==> src/hw/rtl/mtc_div.sv <==
// Pipelined restoring unsigned divider, one quotient bit per stage.
module mtc_div #(
  parameter int NUM_W = 32,
  parameter int DEN_W = 17
) (
  input  logic             clk,
  input  logic             en,
  input  logic [NUM_W-1:0] num_i,
  input  logic [DEN_W-1:0] den_i,
  output logic [NUM_W-1:0] quo_o
);

  logic [DEN_W-1:0] rem_r [NUM_W];
  logic [NUM_W-1:0] n_r   [NUM_W];
  logic [NUM_W-1:0] q_r   [NUM_W];
  logic [DEN_W-1:0] d_r   [NUM_W];

  genvar k;
  generate
    for (k = 0; k < NUM_W; k++) begin : g_step
      logic [DEN_W-1:0] rem_in;
      logic [DEN_W-1:0] d_in;
      logic [NUM_W-1:0] n_in;
      logic [NUM_W-1:0] q_in;
      logic [DEN_W:0]   trial;
      logic [DEN_W:0]   diff;
      logic             ge;

      if (k == 0) begin : g_first
        assign rem_in = '0;
        assign d_in   = den_i;
        assign n_in   = num_i;
        assign q_in   = '0;
      end else begin : g_next
        assign rem_in = rem_r[k-1];
        assign d_in   = d_r[k-1];
        assign n_in   = n_r[k-1];
        assign q_in   = q_r[k-1];
      end

      assign trial = {rem_in, n_in[NUM_W-1]};
      assign diff  = trial - {1'b0, d_in};
      assign ge    = (trial >= {1'b0, d_in});

      always_ff @(posedge clk) begin
        if (en) begin
          rem_r[k] <= ge ? diff[DEN_W-1:0] : trial[DEN_W-1:0];
          n_r[k]   <= {n_in[NUM_W-2:0], 1'b0};
          q_r[k]   <= {q_in[NUM_W-2:0], ge};
          d_r[k]   <= d_in;
        end
      end
    end
  endgenerate

  assign quo_o = q_r[NUM_W-1];

endmodule

==> config.mk <==
export PLATFORM = sky130hd
export DESIGN_NAME = mtc_div
export DESIGN_NICKNAME = d
export VERILOG_FILES = /design/src/hw/rtl/mtc_div.sv
export SDC_FILE = /design/constraint.sdc
export NUM_CORES = 2
export LEC_CHECK = 0
export CELL_PAD_IN_SITES_DETAIL_PLACEMENT = 1
export CELL_PAD_IN_SITES_GLOBAL_PLACEMENT = 1
export CORE_MARGIN = 5
export CORE_UTILIZATION = 34
export DETAILED_ROUTE_END_ITERATION = 8
export DONT_BUFFER_PORTS = 1
export GPL_TIMING_DRIVEN = 1
export PLACE_DENSITY = 0.66
export SYNTH_ARGS = -nofsm -noshare
export SYNTH_HDL_FRONTEND = slang
export SYNTH_SLANG_ARGS = --single-unit
==> constraint.sdc <==
create_clock -name clk -period 10.05 [get_ports clk]
set_input_delay 1.005 -clock clk [delete_from_list [all_inputs] [get_ports clk]]
set_output_delay 1.005 -clock clk [all_outputs]
set_load 0.05 [all_outputs]
==> flow_summary.ini <==
[place]
hpwl_mm = 128.5
gp_congestion = 0.8386
placed_cell_area_mm2 = 0.09810
io_buffers = 0

[critical_path]
crit_required_ps = 10660
cp-end-kind = flop
arrival_ps = 4700
worstPathMaxFanout = 28
ff2ff_setup_slack_ps = 5960
cp-start-kind = flop
crit_type = flop to flop

[floorplanning]
chipHeight_um = 534.3
start_util_pct = 34.16
die_x_um = 534.3
row_count = 192
pin_count = 83
dieArea_mm2 = 0.2855
core-area_mm2 = 0.2736

[timing]
fin_skew_ps = 85.94
slew_viol_final = 0
relSlewSlack_pct = 18.83
fin_crit_ps = 4092
finalSetupViolCount = 0
hold_slack_ps = 209.2
fmax_mhz = 244.4
hold_viol_final = 0
worstMarginPinSlew_ps = 1217
final.setup.tns_ps = 0
rsz0062_at_grt = false
fin_crit_sh_pct = 40.72

[synth]
ys_seq_area_share_pct = 66.76
syn_area_per_cell_um2 = 14.15
async_flop_share_pct = 0
postSynthCellCount = 6607
synth_edf_count = 2078
syn_nets = 7217
ys.warnings.count = 0
synth_seq_cells = 2078
synth_area_mm2 = 0.09347
ys_types = 89
synth_ff_type = edfxtp_1

[hold_path]
min_path_type = input pin to flop

[global_route]
antenna_found_initial = 3
track_usage_pct = 12.76
grt_max_degree = 190
grt_pass1_wl_mm = 300.3
grt_overflow = 0
first_global_vias = 55140

[drt]
vias = 51780
drtAntennaViolNets = 0
viasPerCell = 4.883
wl_per_cell_um = 17.51
drc = 0
routed_wl_mm = 185.7
drtIter0Drc = 2880
drt_first_pass_iters = 7

[clock_tree]
cts_tree = done
htreeDepth = 4
cts_buffer_depth = 4
clock_latency_ps = 900
clk_pin_slew_ps = 60
cts_setup_buffers = 0
ctsResizeCount = 0
cts_hold_buf = 0
cts_root_buf = clkbuf_16
clock_sinks = 2078
cts_made_buffers = 237

[run]
maxCapViolations = 0

[cells_and_area]
layout_common_cells = 2078 x edfxtp_1, 681 x inv_1, 529 x ha_1
utilization_pct = 38.80
area_growth_pct = 13.57
final_cell_area_mm2 = 0.1062
drive_gt1_share_pct = 10.58
nNetsFinal = 7420
layout_commonest_cell = edfxtp_1

[power_and_ir_drop]
vdd_drop_max_mv = 0.1659
power_density_mw_per_mm2 = 307.7
power_mw = 32.67
p_leak_nw = 40.41

[status]
status = completed
## registers in the layout, indices dropped and copies added (netlist names)
| register | count |
|---|---|
| q_r | 528 |
| d_r | 527 |
| rem_r | 527 |
| n_r | 496 |
## Yosys cell counts (all sizes together) (30+ instances only)
library cell,count,area share [%]
a211oi,51,0.42
a21o,203,1.6
a21oi,421,2.3
a31oi,42,0.28
and3,33,0.22
clkbuf,48,0.19
edfxtp,2078,67
fa,30,0.64
ha,529,7.1
inv,682,2.7
mux2,259,3.1
nand2,288,1.2
nand2b,38,0.25
nand3,52,0.28
nand4,84,0.56
nor2,375,1.5
nor2b,62,0.41
nor3,111,0.59
o21a,58,0.47
o21ai,296,1.6
o21bai,80,0.64
xnor2,252,2.4
xor2,142,1.3
## routing by layer
metal,up-vias,GRT usage [%],wire [um],share of wire (%)
met5,-,0,0,0
met4,0,4.242,5440,2.9
met3,347,2.014,6500,3.5
met2,649,22.28,92080,50
met1,25680,16.16,81640,44
li1,25110,-,-,-
## cell type report
cell class              count  area [um2]
clock inverters           180        1996
repair buffers             37       397.9
fillers                 27980      167500
diodes                      1       2.502
inverters                 683        2564
multi-input cells        3773       28250
well taps                3589        4491
flip-flops and latches   2078       62400
clock buffers             263        6050
## cells by family (layout without fill, tap and decap cells)
logic type / Yosys count / in the layout / synth area share, %
AOI/OAI and AO/OA: 1376 / 1376 / 9.459
muxes: 283 / 283 / 3.401
and+or+nand+nor: 1161 / 1161 / 5.871
buffers and inverters: 756 / 1163 / 3.095
xor gates and xnor gates: 394 / 394 / 3.692
adders and majority gates: 559 / 559 / 7.724
DFF: 2078 / 2078 / 66.76
other: 0 / 1 / 0
## critical path: stages, from the launching register on
cell       delay [ps]
edfxtp_1          410
inv_1              80
ha_1              170
inv_1              60
fa_1              410
a21oi_1           220
o21ai_0           180
a31oi_1           340
o2111ai_1         260
o21ai_0           210
nand3_1           830
mux2_2            610
## report_power, final
group	total, mW	internal (mW)	switching, mW
combinational	11.0	4.97	6.01
clock	8.85	5.27	3.57
sequential	12.8	11.9	0.961
total	32.7	22.1	10.5
## metrics by stage
stage / setup WS, ps / cells
floorplan: 6790 / 6607
global placement: 6051 / 10160
detailed placement: 5926 / 10160
CTS: 5915 / 10600
global route: 5561 / 10600
finish: 5958 / 10600
## path summary, 6_finish.rpt
check              startpoint             to  cells after the start
hold / removal       num_i[5]      n_r[0][5]                      0
hold reg to reg   n_r[0][100]    n_r[0][132]                      0
setup reg to reg  n_r[0][185]  rem_r[0][103]                     11
setup / recovery  n_r[0][185]  rem_r[0][103]                     11
Note: power is estimated with default switching activity, not from simulation.
